### src/rtl/cnsrch_pkg.sv
// shared constants, register indexes and crc helper for the crc32 nonce search
package cnsrch_pkg;

    localparam int unsigned WORD_W   = 32;
    localparam int unsigned ZCOUNT_W = 6;
    localparam int unsigned CFG_IDX_W = 2;

    localparam logic [WORD_W-1:0] CRC_POLY = 32'hEDB8_8320;
    localparam logic [WORD_W-1:0] CRC_INIT = 32'hFFFF_FFFF;
    localparam logic [WORD_W-1:0] CRC_XOUT = 32'hFFFF_FFFF;

    typedef enum logic [CFG_IDX_W-1:0] {
        REG_BLOCK_HEIGHT   = 2'd0,
        REG_PREVIOUS_HASH  = 2'd1,
        REG_MINER_ID       = 2'd2,
        REG_REQUIRED_ZEROS = 2'd3
    } t_cfg_idx;

    // fold one little-endian word into a reflected crc, one bit per step
    function automatic logic [WORD_W-1:0] f_crc_word(
        input logic [WORD_W-1:0] crc,
        input logic [WORD_W-1:0] word
    );
        logic [WORD_W-1:0] c;
        c = crc ^ word;
        for (int i = 0; i < WORD_W; i++) begin
            if (c[0]) begin
                c = (c >> 1) ^ CRC_POLY;
            end else begin
                c = c >> 1;
            end
        end
        return c;
    endfunction

endpackage

### src/rtl/cnsrch_crc.sv
// crc-32 over height, timestamp, previous hash, nonce and miner id as one xor tree
module cnsrch_crc import cnsrch_pkg::*; (
    input  logic [WORD_W-1:0] i_height,
    input  logic [WORD_W-1:0] i_timestamp,
    input  logic [WORD_W-1:0] i_parent_hash,
    input  logic [WORD_W-1:0] i_nonce,
    input  logic [WORD_W-1:0] i_miner_id,
    output logic [WORD_W-1:0] o_hash
);

    logic [WORD_W-1:0] c0;
    logic [WORD_W-1:0] c1;
    logic [WORD_W-1:0] c2;
    logic [WORD_W-1:0] c3;
    logic [WORD_W-1:0] c4;

    always_comb begin
        c0     = f_crc_word(CRC_INIT, i_height);
        c1     = f_crc_word(c0, i_timestamp);
        c2     = f_crc_word(c1, i_parent_hash);
        c3     = f_crc_word(c2, i_nonce);
        c4     = f_crc_word(c3, i_miner_id);
        o_hash = c4 ^ CRC_XOUT;
    end

endmodule

### src/rtl/cnsrch_zchk.sv
// leading zero check of the hash against the required difficulty
module cnsrch_zchk import cnsrch_pkg::*; (
    input  logic [WORD_W-1:0]   i_hash,
    input  logic [ZCOUNT_W-1:0] i_required,
    output logic                o_found
);

    logic [WORD_W-1:0] top_mask;
    logic              in_range;

    always_comb begin
        // top bits that must be zero; a shift of 32 leaves an all-ones mask
        top_mask = ~(CRC_INIT >> i_required);
        in_range = (i_required <= ZCOUNT_W'(WORD_W));
        o_found  = in_range && ((i_hash & top_mask) == '0);
    end

endmodule

### src/rtl/crc32_nonce_search_trial_top.sv
// top level of the crc32 nonce search trial engine
// an accepted input beat passes through the input register, then the result register, to its result beat
// throughput: one trial per cycle while i_stall does not hold the output, set by the combinational crc xor tree
// a waiting result lets one more beat into the input register, then stalls the input
// reset (synchronous, active low) clears the nonce counter, all config
// registers and both valid flags
module crc32_nonce_search_trial_top import cnsrch_pkg::*; (
    input  logic                 i_clk,
    input  logic                 i_rst_n,
    input  logic                 i_cfg_we,
    input  logic [CFG_IDX_W-1:0] i_cfg_idx,
    input  logic [WORD_W-1:0]    i_cfg_data,
    input  logic                 i_valid,
    output logic                 o_stall,
    input  logic [WORD_W-1:0]    i_timestamp,
    input  logic                 i_restart,
    output logic                 o_valid,
    input  logic                 i_stall,
    output logic [WORD_W-1:0]    o_hash,
    output logic [WORD_W-1:0]    o_trial_nonce,
    output logic                 o_found
);

    logic [WORD_W-1:0]   r_height;
    logic [WORD_W-1:0]   r_parent_hash;
    logic [WORD_W-1:0]   r_miner_id;
    logic [ZCOUNT_W-1:0] r_required;
    logic [WORD_W-1:0]   r_nonce;
    logic [WORD_W-1:0]   n_nonce;

    logic                r_s1_valid;
    logic [WORD_W-1:0]   r_s1_timestamp;
    logic [WORD_W-1:0]   r_s1_nonce;

    logic                r_out_valid;
    logic [WORD_W-1:0]   r_out_hash;
    logic [WORD_W-1:0]   r_out_nonce;
    logic                r_out_found;

    logic                out_load;
    logic                in_take;
    logic [WORD_W-1:0]   s1_hash;
    logic                s1_found;

    assign out_load = !r_out_valid || !i_stall;
    assign in_take  = i_valid && (!r_s1_valid || out_load);
    assign o_stall  = r_s1_valid && !out_load;
    assign n_nonce  = (i_restart ? '0 : r_nonce) + WORD_W'(1);

    // config registers
    always_ff @(posedge i_clk) begin
        if (!i_rst_n) begin
            r_height      <= '0;
            r_parent_hash <= '0;
            r_miner_id    <= '0;
            r_required    <= '0;
        end else if (i_cfg_we) begin
            unique case (t_cfg_idx'(i_cfg_idx))
                REG_BLOCK_HEIGHT:   r_height      <= i_cfg_data;
                REG_PREVIOUS_HASH:  r_parent_hash <= i_cfg_data;
                REG_MINER_ID:       r_miner_id    <= i_cfg_data;
                REG_REQUIRED_ZEROS: r_required    <= i_cfg_data[ZCOUNT_W-1:0];
                default: ;
            endcase
        end
    end

    // nonce counter and input register
    always_ff @(posedge i_clk) begin
        if (!i_rst_n) begin
            r_nonce    <= '0;
            r_s1_valid <= 1'b0;
        end else begin
            if (in_take) begin
                r_nonce <= n_nonce;
            end
            if (in_take) begin
                r_s1_valid <= 1'b1;
            end else if (out_load) begin
                r_s1_valid <= 1'b0;
            end
        end
    end

    always_ff @(posedge i_clk) begin
        if (in_take) begin
            r_s1_timestamp <= i_timestamp;
            r_s1_nonce     <= n_nonce;
        end
    end

    cnsrch_crc u_crc (
        .i_height      (r_height),
        .i_timestamp   (r_s1_timestamp),
        .i_parent_hash (r_parent_hash),
        .i_nonce       (r_s1_nonce),
        .i_miner_id    (r_miner_id),
        .o_hash        (s1_hash)
    );

    cnsrch_zchk u_zchk (
        .i_hash     (s1_hash),
        .i_required (r_required),
        .o_found    (s1_found)
    );

    // result register
    always_ff @(posedge i_clk) begin
        if (!i_rst_n) begin
            r_out_valid <= 1'b0;
        end else if (out_load) begin
            r_out_valid <= r_s1_valid;
        end
    end

    always_ff @(posedge i_clk) begin
        if (out_load && r_s1_valid) begin
            r_out_hash  <= s1_hash;
            r_out_nonce <= r_s1_nonce;
            r_out_found <= s1_found;
        end
    end

    assign o_valid       = r_out_valid;
    assign o_hash        = r_out_hash;
    assign o_trial_nonce = r_out_nonce;
    assign o_found       = r_out_found;

    a_restart_nonce_one: assert property (@(posedge i_clk) disable iff (!i_rst_n)
        (i_valid && !o_stall && i_restart) |=> (r_s1_nonce == WORD_W'(1)))
        else $error("restart beat did not use nonce one");

    a_nonce_step: assert property (@(posedge i_clk) disable iff (!i_rst_n)
        (i_valid && !o_stall && !i_restart) |=> (r_s1_nonce == $past(r_nonce) + WORD_W'(1)))
        else $error("nonce did not advance by one");

    a_zero_difficulty: assert property (@(posedge i_clk) disable iff (!i_rst_n)
        (o_valid && (r_required == '0)) |-> o_found)
        else $error("zero difficulty beat not flagged found");

    a_zero_hash: assert property (@(posedge i_clk) disable iff (!i_rst_n)
        (o_valid && (o_hash == '0) && (r_required <= ZCOUNT_W'(WORD_W))) |-> o_found)
        else $error("zero hash beat not flagged found");

endmodule
### config.mk
export PLATFORM = sky130hd
export DESIGN_NAME = crc32_nonce_search_trial_top
export DESIGN_NICKNAME = d
export VERILOG_FILES = /design/src/rtl/cnsrch_pkg.sv /design/src/rtl/cnsrch_crc.sv /design/src/rtl/cnsrch_zchk.sv /design/src/rtl/crc32_nonce_search_trial_top.sv
export SDC_FILE = /design/constraint.sdc
export NUM_CORES = 1
export LEC_CHECK = 0
export BUFFER_PORTS_ARGS = -buffer_cell sky130_fd_sc_hd__buf_2
export CAP_MARGIN = 20
export CORE_AREA = 2 2 269 271
export DETAILED_ROUTE_END_ITERATION = 8
export DIE_AREA = 0 0 271 273
export SLEW_MARGIN = 10
export SYNTH_ARGS = -nofsm -noshare
export SYNTH_HDL_FRONTEND = slang
export SYNTH_SLANG_ARGS = --single-unit
### constraint.sdc
create_clock -name i_clk -period 21.8 [get_ports i_clk]
set_input_delay 2.18 -clock i_clk [delete_from_list [all_inputs] [get_ports i_clk]]
set_output_delay 2.18 -clock i_clk [all_outputs]
set_load 0.02 [all_outputs]
* Yosys cells after proc, flatten, opt, wreduce, memory -nomap -nowiden
Index checks and enable logic that the tools add are counted.
** Word-level totals
- Word-level logic and storage cells :: 366
- Bits of input ports :: 72
- Bits in registers :: 265
- Output and inout port bits :: 67
** Cells by class
- Multiplexer cells :: 163
- Order comparisons :: 1
- Shift-type cells :: 1
- Bitwise logic cells :: 168
- Reductions and logical operators :: 17
- $add $sub $neg :: 1
- Eq/ne operators :: 3
** Operator list (number)
- 32-bit two-way mux :: 161
- 13-bit inverter with 14-bit output :: 160
- 32-bit bitwise XOR :: 4
- 32-bit inverter :: 3
- 32-bit by 1-bit adder with 32-bit output, second input constant :: 1
- 32-bit bitwise AND :: 1
- 32-bit logical NOT :: 1
- 32-bit by 6-bit >> shifter with 32-bit output, first input constant :: 1
- 2-bit AND reduction :: 4
- 6-bit less-or-equal comparator, second input constant :: 1
- 2-bit == test, second input constant :: 2
- 1-bit logical AND :: 4
- 1-bit logical NOT :: 4
- 2-bit by 1-bit == test with 1-bit output, second input constant :: 1
- 2-bit logical NOT :: 1
- 1-bit logical OR :: 2
- 1-bit two-way mux :: 2
- 2-bit nonzero test :: 1

* Longest topological paths before layout
Gate-level depths: netlist of the first run.
- Depth in word-level cells :: 329
- Gate-level depth with buffers :: 36
- Gate-level depth less buffers :: 31

* By module
A second synthesis of the first run with hierarchy kept.
** Second synthesis, totals
- Cell total of the unflattened synthesis :: 2313
- Area total of the unflattened synthesis :: 30664.4 um^2
** By module, submodules not included
- cnsrch_crc :: area each 20499.7 um^2, times used 1, cells each 1333, seq. area each 0.0 um^2
- crc32_nonce_search_trial_top :: area each 9716.8 um^2, times used 1, cells each 901, seq. area each 6596.3 um^2
- cnsrch_zchk :: area each 447.9 um^2, times used 1, cells each 79, seq. area each 0.0 um^2

* Worst setup path after synthesis of the first run
No wires, ideal clock.
- Path type :: reg-to-reg
- Start point :: register r_height[0]
- End point :: register r_out_found, in the netlist o_found, data pin
- Cell stages (with the launch flop) :: 35
- Setup slack :: 9.255 ns
- Required time :: 21.624 ns
- Arrival time :: 12.369 ns
- Setup time :: 0.176 ns
- Clock period less this slack :: 12.545 ns
- Buffers on the path :: 3
- Cells stage by stage :: dfxtp_1 -> buf_4 -> xnor3_1 -> xnor2_4 -> xnor3_1 -> xnor2_1 -> xnor3_1 -> xnor2_4 -> xnor3_1 -> xor2_1 -> xnor3_1 -> xnor3_1 -> xor3_1 -> buf_4 -> xor3_1 -> xnor3_2 -> xor2_2 -> xnor3_1 -> xor2_1 -> xnor2_1 -> xnor3_1 -> xnor3_1 -> xnor2_1 -> xor3_1 -> buf_4 -> xnor3_1 -> xnor2_2 -> xor3_2 -> xor3_2 -> xnor3_1 -> inv_2 -> or4b_1 -> a2bb2oi_1 -> o2111ai_1 -> nor4_1
** Between the ends
- Elaborated cells between the ends (all ways) :: 328
- Those cells by class :: 160 x mux; 166 x bitwise; 2 x reduce/logical
** RTL lines
- start, declared :: line crc32_nonce_search_trial_top.sv:24 : logic [WORD_W-1:0] r_height;
- start signal, assigned :: line crc32_nonce_search_trial_top.sv:59 : REG_BLOCK_HEIGHT: r_height <= i_cfg_data;
- 32-bit inverter (no line) *
- 32-bit two-way mux * (8 in series) :: line cnsrch_pkg.sv:27 : if (c[0]) begin
- 13-bit inverter with 14-bit output (no line) or 32-bit two-way mux (tied branches)
- 32-bit two-way mux * :: line cnsrch_pkg.sv:27
- 13-bit inverter with 14-bit output (no line) or 32-bit two-way mux (tied branches)
- 32-bit two-way mux * (2 in series) :: line cnsrch_pkg.sv:27
- 13-bit inverter with 14-bit output (no line) or 32-bit two-way mux (tied branches)
- 32-bit two-way mux * :: line cnsrch_pkg.sv:27
- [204 not listed]
- 13-bit inverter with 14-bit output (no line) or 32-bit two-way mux (tied branches)
- 32-bit two-way mux * (5 in series) :: line cnsrch_pkg.sv:27
- 32-bit inverter (no line) *
- net s1_hash[1] :: line crc32_nonce_search_trial_top.sv:42 : logic [WORD_W-1:0] s1_hash;
- 32-bit bitwise AND * :: line cnsrch_zchk.sv:15 : o_found = in_range && ((i_hash & top_mask) == '0);
- 32-bit logical NOT * :: line cnsrch_zchk.sv:15
- 1-bit logical AND * :: line cnsrch_zchk.sv:15
- net s1_found :: line crc32_nonce_search_trial_top.sv:43 : logic s1_found;
- end signal, assigned :: line crc32_nonce_search_trial_top.sv:120 : r_out_found <= s1_found;
- end, declared :: line crc32_nonce_search_trial_top.sv:38 : logic r_out_found;
The timed path passes the listed nets; every way through them passes the cells marked *.
A chain may end at the register's enable or synchronous reset.

* Worst setup path in the final report of the first run
- Start point :: register r_height[3]
- End point :: register r_out_found, in the netlist o_found, data pin
** Between the ends
- Word-level cells in the longest chain between the ends :: 234
- Elaborated cells between the ends (all ways) :: 325
- Those cells by class :: 160 x mux; 163 x bitwise; 2 x reduce/logical
** RTL lines (line)
- 32-bit inverter (no line) *
- 32-bit two-way mux * (4 in series) :: cnsrch_pkg.sv:27
- 13-bit inverter with 14-bit output (no line)
- 32-bit two-way mux * :: cnsrch_pkg.sv:27
- 13-bit inverter with 14-bit output (no line)
- 32-bit two-way mux * (2 in series) :: cnsrch_pkg.sv:27
- 13-bit inverter with 14-bit output (no line)
- 32-bit two-way mux * :: cnsrch_pkg.sv:27
- [211 not listed]
- 32-bit two-way mux * (3 in series) :: cnsrch_pkg.sv:27
- 13-bit inverter with 14-bit output (no line)
- 32-bit two-way mux * (3 in series) :: cnsrch_pkg.sv:27
- 32-bit inverter (no line) *
- 32-bit bitwise AND * :: cnsrch_zchk.sv:15
- 32-bit logical NOT * :: cnsrch_zchk.sv:15
- 1-bit logical AND * :: cnsrch_zchk.sv:15
- net s1_found :: crc32_nonce_search_trial_top.sv:43
Marked as above.

==> results of run 1 <==
through the flow:
| step | instances | hold slack [ns] | worst slack (ns) | utilization [%] |
|---|---|---|---|---|
| after detailed placement | 3235 | 0.458 | 6.19 | 44.0 |
| after CTS | 3295 | 0.475 | 6.07 | 45.6 |
| after global placement | 3234 | 0.457 | 5.90 | 44.0 |
| after floorplan | 2213 | 0.428 | 9.26 | - |
| final | 3295 | 0.468 | 5.99 | 45.6 |
| after global routing | 3295 | 0.494 | 5.50 | 45.6 |
registers in the layout (all words and copies together) (netlist names), 6 cells and up:
signal	count
r_parent_hash	32
r_nonce	32
o_hash	32
r_s1_timestamp	32
r_s1_nonce	32
o_trial_nonce	32
r_height	32
r_required	6
r_miner_id	32
final timing paths:
check                                     from                 to  depth (start not counted)  slack [ns]
worst min-delay path            r_s1_nonce[18]  o_trial_nonce[18]                          0        0.47
worst max-delay path               r_height[3]            o_found                         31        5.99
worst max register to register     r_height[3]            o_found                         31        5.99
worst min register to register  r_s1_nonce[18]  o_trial_nonce[18]                          0        0.47
cells in the mapped netlist, types with 7 or more instances:
| cell | instances | area [um2] |
|---|---|---|
| inv_1 | 7 | 26.3 |
| nor2b_1 | 17 | 106 |
| nor3b_1 | 12 | 90.1 |
| xor3_1 | 65 | 1550 |
| nand2_1 | 262 | 983 |
| a21boi_0 | 120 | 901 |
| o21ai_0 | 12 | 60.1 |
| buf_2 | 8 | 40.0 |
| xnor2_1 | 476 | 4170 |
| nand4_1 | 7 | 43.8 |
| edfxtp_1 | 129 | 3870 |
| xor2_4 | 7 | 193 |
| xor3_2 | 9 | 225 |
| dfxtp_1 | 136 | 2720 |
| xnor3_2 | 42 | 998 |
| xor2_2 | 20 | 325 |
| xnor2_4 | 13 | 358 |
| a21oi_1 | 13 | 65.1 |
| nor2_1 | 48 | 180 |
| xor2_1 | 197 | 1730 |
| xnor3_1 | 407 | 9170 |
| buf_4 | 8 | 60.1 |
| nand3_1 | 16 | 80.1 |
| clkbuf_1 | 56 | 210 |
| xnor2_2 | 50 | 813 |
area by class of cell:
cell class | instances | area, um2 | area share, %
clock buffer | 41 | 918 | 2.83
clock inverter | 19 | 234 | 0.722
inverter | 9 | 35.0 | 0.108
multi-input combinational | 1864 | 22700 | 69.9
sequential | 265 | 6600 | 20.4
tap | 950 | 1190 | 3.67
timing repair buffer | 147 | 781 | 2.41
logic make-up after synthesis:
logic type	synth area share (%)
AOI/OAI and AO/OA	4.25
xor gates and xnor gates	66.2
adders and majority gates	0.0761
buffers and inverters	1.25
DFF	22.3
muxes	0.203
and+or+nand+nor	5.73
metal layers:
layer	routed length, um	global-route usage (%)
met1	35600	29.2
met2	39100	36.6
met3	4340	3.52
met4	2790	7.23
met5	0	0
worst max-delay path: cells and delay by family (launching register included):
| kind | cells | cell delay [ns] |
|---|---|---|
| AO/OA/AOI/OAI | 2 | 0.34 |
| XOR/XNOR | 27 | 13.64 |
| AND/OR/NAND/NOR | 2 | 0.77 |
| flip-flops | 1 | 0.81 |
==> qor.txt, run 1 <==
Hpwl dp: 65.1 mm
Final worst path period share: 72.5%
Yosys warns: 0
Critical path arrival: 16.16 ns
CTS H-Tree Depth: 2
Mean Syn Cell Area: 13.4 um2
Max Buffers Root-to-Sink: 3
Status: finished, final reports clean
CTS sink count: 265
CTS buffer count: 34
# diodes: 0
Layout cells sized above 1: 15.2%
Final instance area: 32,400 um2
Filler cells: 6,322
DRC Markers: 0
Final Hold Fails: 0
Mapped Cells: 2,213
Max transition margin: 30.8%
Crit path max-delay cell type: xor3_1
Port buffer count: 138
Post-CTS Setup Bufs: 0
Die Wd: 271 um
Unrepaired setup endpoints after global routing: no
Cell Rows: 98
Hold-fix buffers at CTS: 0
Routed Wire Length: 81.8 mm
Most common cell after layout, fill and taps aside: xnor2_1
Post-synth EDFFs: 129
DR vias: 16.8k
Die H: 273 um
Via density per instance: 5.10
Worst EP required: 22.16 ns
Max-slew violations: 0
First-pass GRT wire length: 119 mm
HP Class: reg -> reg
Fin crit period: 15.81 ns
Most used DFF post-synth: dfxtp_1
CP Launch Type: flip-flop
Kind of critical path: reg -> reg
Register bit count reported by yosys: 265
Placed cell areas: 31,300 um2
Fin nets: 2,394
DR pass1 iterations: 5
# Max-Cap Violations: 0
Critical path fanouts, max: 10
GRT Total Usage: 21.9%
DR WL/cell: 24.8 um
Sequential cell area fraction in the yosys report: 22.3%
Worst Tran Pin Value: 1.03 ns
Area growth syn-to-layout: 9.48%
Largest net degree at the start of global routing: 110
Mapped cell area: 29,600 um2
CP peak stage delay: 0.82 ns
DIE AREA: 74,000 um2
Placer Congestion: 0.914
Final setup viols: 0
CORE AREA: 71,000 um2
Setup TNS: 0 ns
Crit end category: flip-flop
Initial antenna violation count: 1
Fmax: 63.3 MHz
Drt initial violations: 1,434
Cell mode on critical path: xnor3_1
GRT overflow: 0
Vias in the first global route: 17.5k
CTS tree: built
Ports: 139
Commonest non-fill, non-tap cells in the layout: 476 x xnor2_1, 407 x xnor3_1, 262 x nand2_1, 197 x xor2_1, 137 x buf_2
Syn nets: 2,286
Post-route ant nets: 0
Clock skew: 0.0296 ns
Post-synth cell types: 66
Effective utilization at floorplan: 41.7%
Asr flop ratio synth: 0%
Cts repair resizes: 0
Reg clk slew, reported paths: 0.06 ns
Worst-skew pair later-pin latency: 0.56 ns
Root buf cell: clkbuf_16
Power of run 1 is not shown: default switching activity piles up to over one toggle a cycle in this logic, so the estimate is an artifact.
==> run 2: changes to the inputs <==
Clock period 21.8 ns to 16.5 ns, I/O delays scaled along.
==> qor.txt, run 2 (synthesis gave the netlist of run 1 again) <==
Fin nets: 2,394 (unchanged)
Worst Tran Pin Value: 1.03 ns (-0.00411 ns)
Hpwl dp: 65.1 mm (about the same)
Kind of critical path: reg -> reg
# diodes: 0 (unchanged)
Root buf cell: clkbuf_16
GRT overflow: 0 (unchanged)
Unrepaired setup endpoints after global routing: no
Status: finished, final reports clean
Post-route ant nets: 0 (unchanged)
Fin crit period: 15.73 ns (-0.0809 ns)
DR vias: 16.9k (+0.23%)
Crit end category: flip-flop
HP Class: reg -> reg
CTS H-Tree Depth: 2 (unchanged)
Cell mode on critical path: xnor3_1
Final WS setup: 0.774 ns (-5.22 ns)
Largest net degree at the start of global routing: 110 (unchanged)
Hold-fix buffers at CTS: 0 (unchanged)
Die H: 273 um (unchanged)
Final Hold Fails: 0 (unchanged)
WHS: 0.473 ns (+0.00484 ns)
Via density per instance: 5.11 (+0.20%)
CP Launch Type: flip-flop
Die Wd: 271 um (unchanged)
Fmax: 63.6 MHz (+0.51%)
Placer Congestion: 0.914 (unchanged)
CTS tree: built
Area growth syn-to-layout: 9.47% (about the same)
Setup TNS: 0 ns (unchanged)
Port buffer count: 138 (unchanged)
CTS buffer count: 34 (unchanged)
Filler cells: 6,361 (+0.62%)
# Max-Cap Violations: 0 (unchanged)
DR WL/cell: 24.8 um (about the same)
Place WS: 0.704 ns (-5.49 ns)
Cell Rows: 98 (unchanged)
Seq. cell area: 6600 um2 (unchanged)
Worst-skew pair later-pin latency: 0.56 ns (about the same)
Final worst path period share: 95.3% (+23 points)
Layout cells sized above 1: 15.2% (-0.049 points)
Max transition margin: 31.1% (+0.28 points)
Crit path max-delay cell type: xor3_1
Multi-input gate area: 22,700 um2 (unchanged)
Post-CTS Setup Bufs: 0 (unchanged)
First-pass GRT wire length: 119 mm (about the same)
Placed cell areas: 31,300 um2 (unchanged)
CP peak stage delay: 0.83 ns (about the same)
CTS sink count: 265 (unchanged)
Commonest non-fill, non-tap cells in the layout: 476 x xnor2_1, 407 x xnor3_1, 262 x nand2_1, 197 x xor2_1, 137 x buf_2
Max Buffers Root-to-Sink: 3 (unchanged)
CORE AREA: 71,000 um2 (unchanged)
Clock skew: 0.0258 ns (-0.00381 ns)
WP buf/inv: 0 (unchanged)
Cts repair resizes: 0 (unchanged)
DRC Markers: 0 (unchanged)
Worst EP required: 16.83 ns (-5.33 ns)
Reg clk slew, reported paths: 0.06 ns (about the same)
Top delay family on crit path: XOR/XNOR gates
DIE AREA: 74,000 um2 (unchanged)
Final instance area: 32,400 um2 (about the same)
Max-slew violations: 0 (unchanged)
Critical path arrival: 16.06 ns (-0.10 ns)
DR pass1 iterations: 5 (unchanged)
Most common cell after layout, fill and taps aside: xnor2_1
Drt initial violations: 1,382 (-3.6%)
Vias in the first global route: 17.6k (+0.18%)
GRT Total Usage: 22.0% (about the same)
Effective utilization at floorplan: 41.7% (unchanged)
Final setup viols: 0 (unchanged)
Initial antenna violation count: 1 (unchanged)
Routed Wire Length: 81.8 mm (about the same)
Critical path fanouts, max: 10 (unchanged)
Ports: 139 (unchanged)
## run 2: layer usage
metal | GRT usage (%) | wire length (um) | up-vias
met1 | 29.4 | 35600 | 8495
met2 | 37.2 | 39700 | 490
met3 | 2.86 | 4150 | 99
met5 | 0 | 0 | -
li1 | - | - | 7771
met4 | 6.64 | 2360 | 0
## run 2: worst reg2reg max path, delay by kind of cell (launching register included)
kind | cells | cell delay (ns)
xor gates and xnor gates | 27 | 13.56
AOI/OAI and AO/OA | 2 | 0.30
and+or+nand+nor | 2 | 0.85
DFF | 1 | 0.80
## run 2: final cells by class
type / instances / share of cell area [%]
multi-input combinational: 1864 / 69.9
clock inverter: 18 / 0.660
tap: 950 / 3.67
inverter: 9 / 0.108
timing repair buffer: 147 / 2.41
clock buffer: 43 / 2.89
sequential: 265 / 20.4
## run 2: path summary, 6_finish.rpt
check	start	endpoint	slack, ns	cells after the start
min	r_s1_nonce[17]	o_trial_nonce[17]	0.47	0
max reg2reg	r_height[3]	o_found	0.77	31
max	r_height[3]	o_found	0.77	31
min reg2reg	r_s1_nonce[17]	o_trial_nonce[17]	0.47	0
## run 2: metrics by stage
stage	std cells	utilization (%)
floorplan	2213	-
global placement	3234	44.0
detailed placement	3235	44.0
CTS	3296	45.6
global route	3296	45.6
finish	3296	45.6
Power of run 2 is left out for the same reason.
==> run 3: changes to the inputs <==
Settings changed: CELL_PAD_IN_SITES_DETAIL_PLACEMENT from default to 1, CELL_PAD_IN_SITES_GLOBAL_PLACEMENT from default to 1, PLACE_DENSITY_LB_ADDON from default to 0.1.
==> qor.txt, run 3 (synthesis gave the netlist of run 1 again) <==
Ports: 139 (unchanged)
Routed Wire Length: 87.9 mm (+7.5%)
CP Launch Type: flip-flop
Hold-fix buffers at CTS: 0 (unchanged)
Final worst path period share: 96.0% (+0.70 points)
CTS sink count: 265 (unchanged)
Reg clk slew, reported paths: 0.06 ns (about the same)
Vias in the first global route: 18.3k (+4.1%)
Max Buffers Root-to-Sink: 3 (unchanged)
Die H: 273 um (unchanged)
Setup TNS: 0 ns (unchanged)
Die Wd: 271 um (unchanged)
Layout cells sized above 1: 15.3% (+0.076 points)
GRT overflow: 0 (unchanged)
Crit end category: flip-flop
Critical path fanouts, max: 9 (-1)
DR WL/cell: 26.6 um (+7.2%)
DR vias: 17.0k (+1.1%)
Effective utilization at floorplan: 41.7% (unchanged)
CTS H-Tree Depth: 2 (unchanged)
CP peak stage delay: 0.86 ns (+0.03 ns)
CTS tree: built
Area growth syn-to-layout: 9.42% (about the same)
Largest net degree at the start of global routing: 103 (-6.4%)
First-pass GRT wire length: 129 mm (+7.8%)
Cell mode on critical path: xnor3_1
Worst EP required: 16.88 ns (+0.05 ns)
CORE AREA: 71,000 um2 (unchanged)
DRC Markers: 0 (unchanged)
# Max-Cap Violations: 0 (unchanged)
Via density per instance: 5.16 (+0.86%)
Max transition margin: 31.3% (+0.26 points)
Fin crit period: 15.84 ns (+0.115 ns)
DIE AREA: 74,000 um2 (unchanged)
Hpwl dp: 70.6 mm (+8.4%)
DR pass1 iterations: 5 (unchanged)
Placer Congestion: 0.895 (-2.2%)
Kind of critical path: reg -> reg
Status: finished, final reports clean
Crit path max-delay cell type: xnor3_1
# diodes: 0 (unchanged)
Critical path arrival: 16.22 ns (+0.16 ns)
Root buf cell: clkbuf_16
Commonest non-fill, non-tap cells in the layout: 476 x xnor2_1, 407 x xnor3_1, 262 x nand2_1, 197 x xor2_1, 137 x buf_2
Clock skew: 0.0231 ns (-0.00273 ns)
Worst Tran Pin Value: 1.02 ns (-0.00385 ns)
GRT Total Usage: 23.8% (+1.8 points)
Initial antenna violation count: 2 (+1)
Final setup viols: 0 (unchanged)
Reg2reg setup slack: 0.66 ns (-0.11 ns)
Most common cell after layout, fill and taps aside: xnor2_1
Unrepaired setup endpoints after global routing: no
Worst-skew pair later-pin latency: 0.57 ns (about the same)
Cell Rows: 98 (unchanged)
Port buffer count: 138 (unchanged)
Fin nets: 2,399 (+0.21%)
Fmax: 63.1 MHz (-0.73%)
Max-slew violations: 0 (unchanged)
Cts repair resizes: 0 (unchanged)
CTS buffer count: 36 (+5.9%)
Post-route ant nets: 0 (unchanged)
Post-CTS Setup Bufs: 0 (unchanged)
HP Class: reg -> reg
Final Hold Fails: 0 (unchanged)
Drt initial violations: 1,226 (-11%)
-- run 3: cell types whose count changed in the layout (fill, tap and decap cells not counted), moves of 2 or more --
cell	before	now
clkinv_4	2	0
inv_8	2	0
bufinv_16	3	0
inv_6	1	4
buf_4	9	13
clkinv_1	1	6
clkbuf_8	1	6
-- run 3: metrics by stage --
stage,utilization [%],area [um2],instances,worst slack [ns],hold slack [ns]
2_1_floorplan,-,29600,2213,3.96,0.428
3_3_place_gp,44.0,31300,3238,0.970,0.464
3_5_place_dp,44.0,31300,3238,0.790,0.471
4_1_cts,45.6,32400,3304,0.735,0.484
5_1_grt,45.6,32400,3304,0.191,0.488
6_report,45.6,32400,3304,0.659,0.475
-- run 3: final cells by class --
type / count / area [um2]
clock buffers: 48 / 1010
clock inverters: 18 / 126
fillers: 7272 / 38600
inverters: 9 / 35.0
multi-input cells: 1864 / 22700
flip-flops and latches: 265 / 6600
well taps: 950 / 1190
repair buffers: 150 / 783
-- run 3: worst max-delay path, delay by kind of cell, from the launching register on --
kind             cells  cell delay, ns
flip-flops           1            0.80
XOR/XNOR            27           13.63
AND/OR/NAND/NOR      2            0.87
AO/OA/AOI/OAI        2            0.32
-- run 3: routing by layer --
metal / share of wire (%) / vias up / track usage [%]
met5: 0.022 / - / 0
met4: 1.8 / 2 / 5.02
met3: 4.4 / 76 / 3.23
met2: 48 / 370 / 39.1
met1: 46 / 8807 / 33.7
li1: - / 7787 / -
-- run 3: path summary, 6_finish.rpt --
path	endpoint	cells past startpoint	from
min	o_trial_nonce[17]	0	r_s1_nonce[17]
min reg2reg	o_trial_nonce[17]	0	r_s1_nonce[17]
max reg2reg	o_found	31	r_height[2]
max	o_found	31	r_height[2]
Power of run 3 is left out for the same reason.
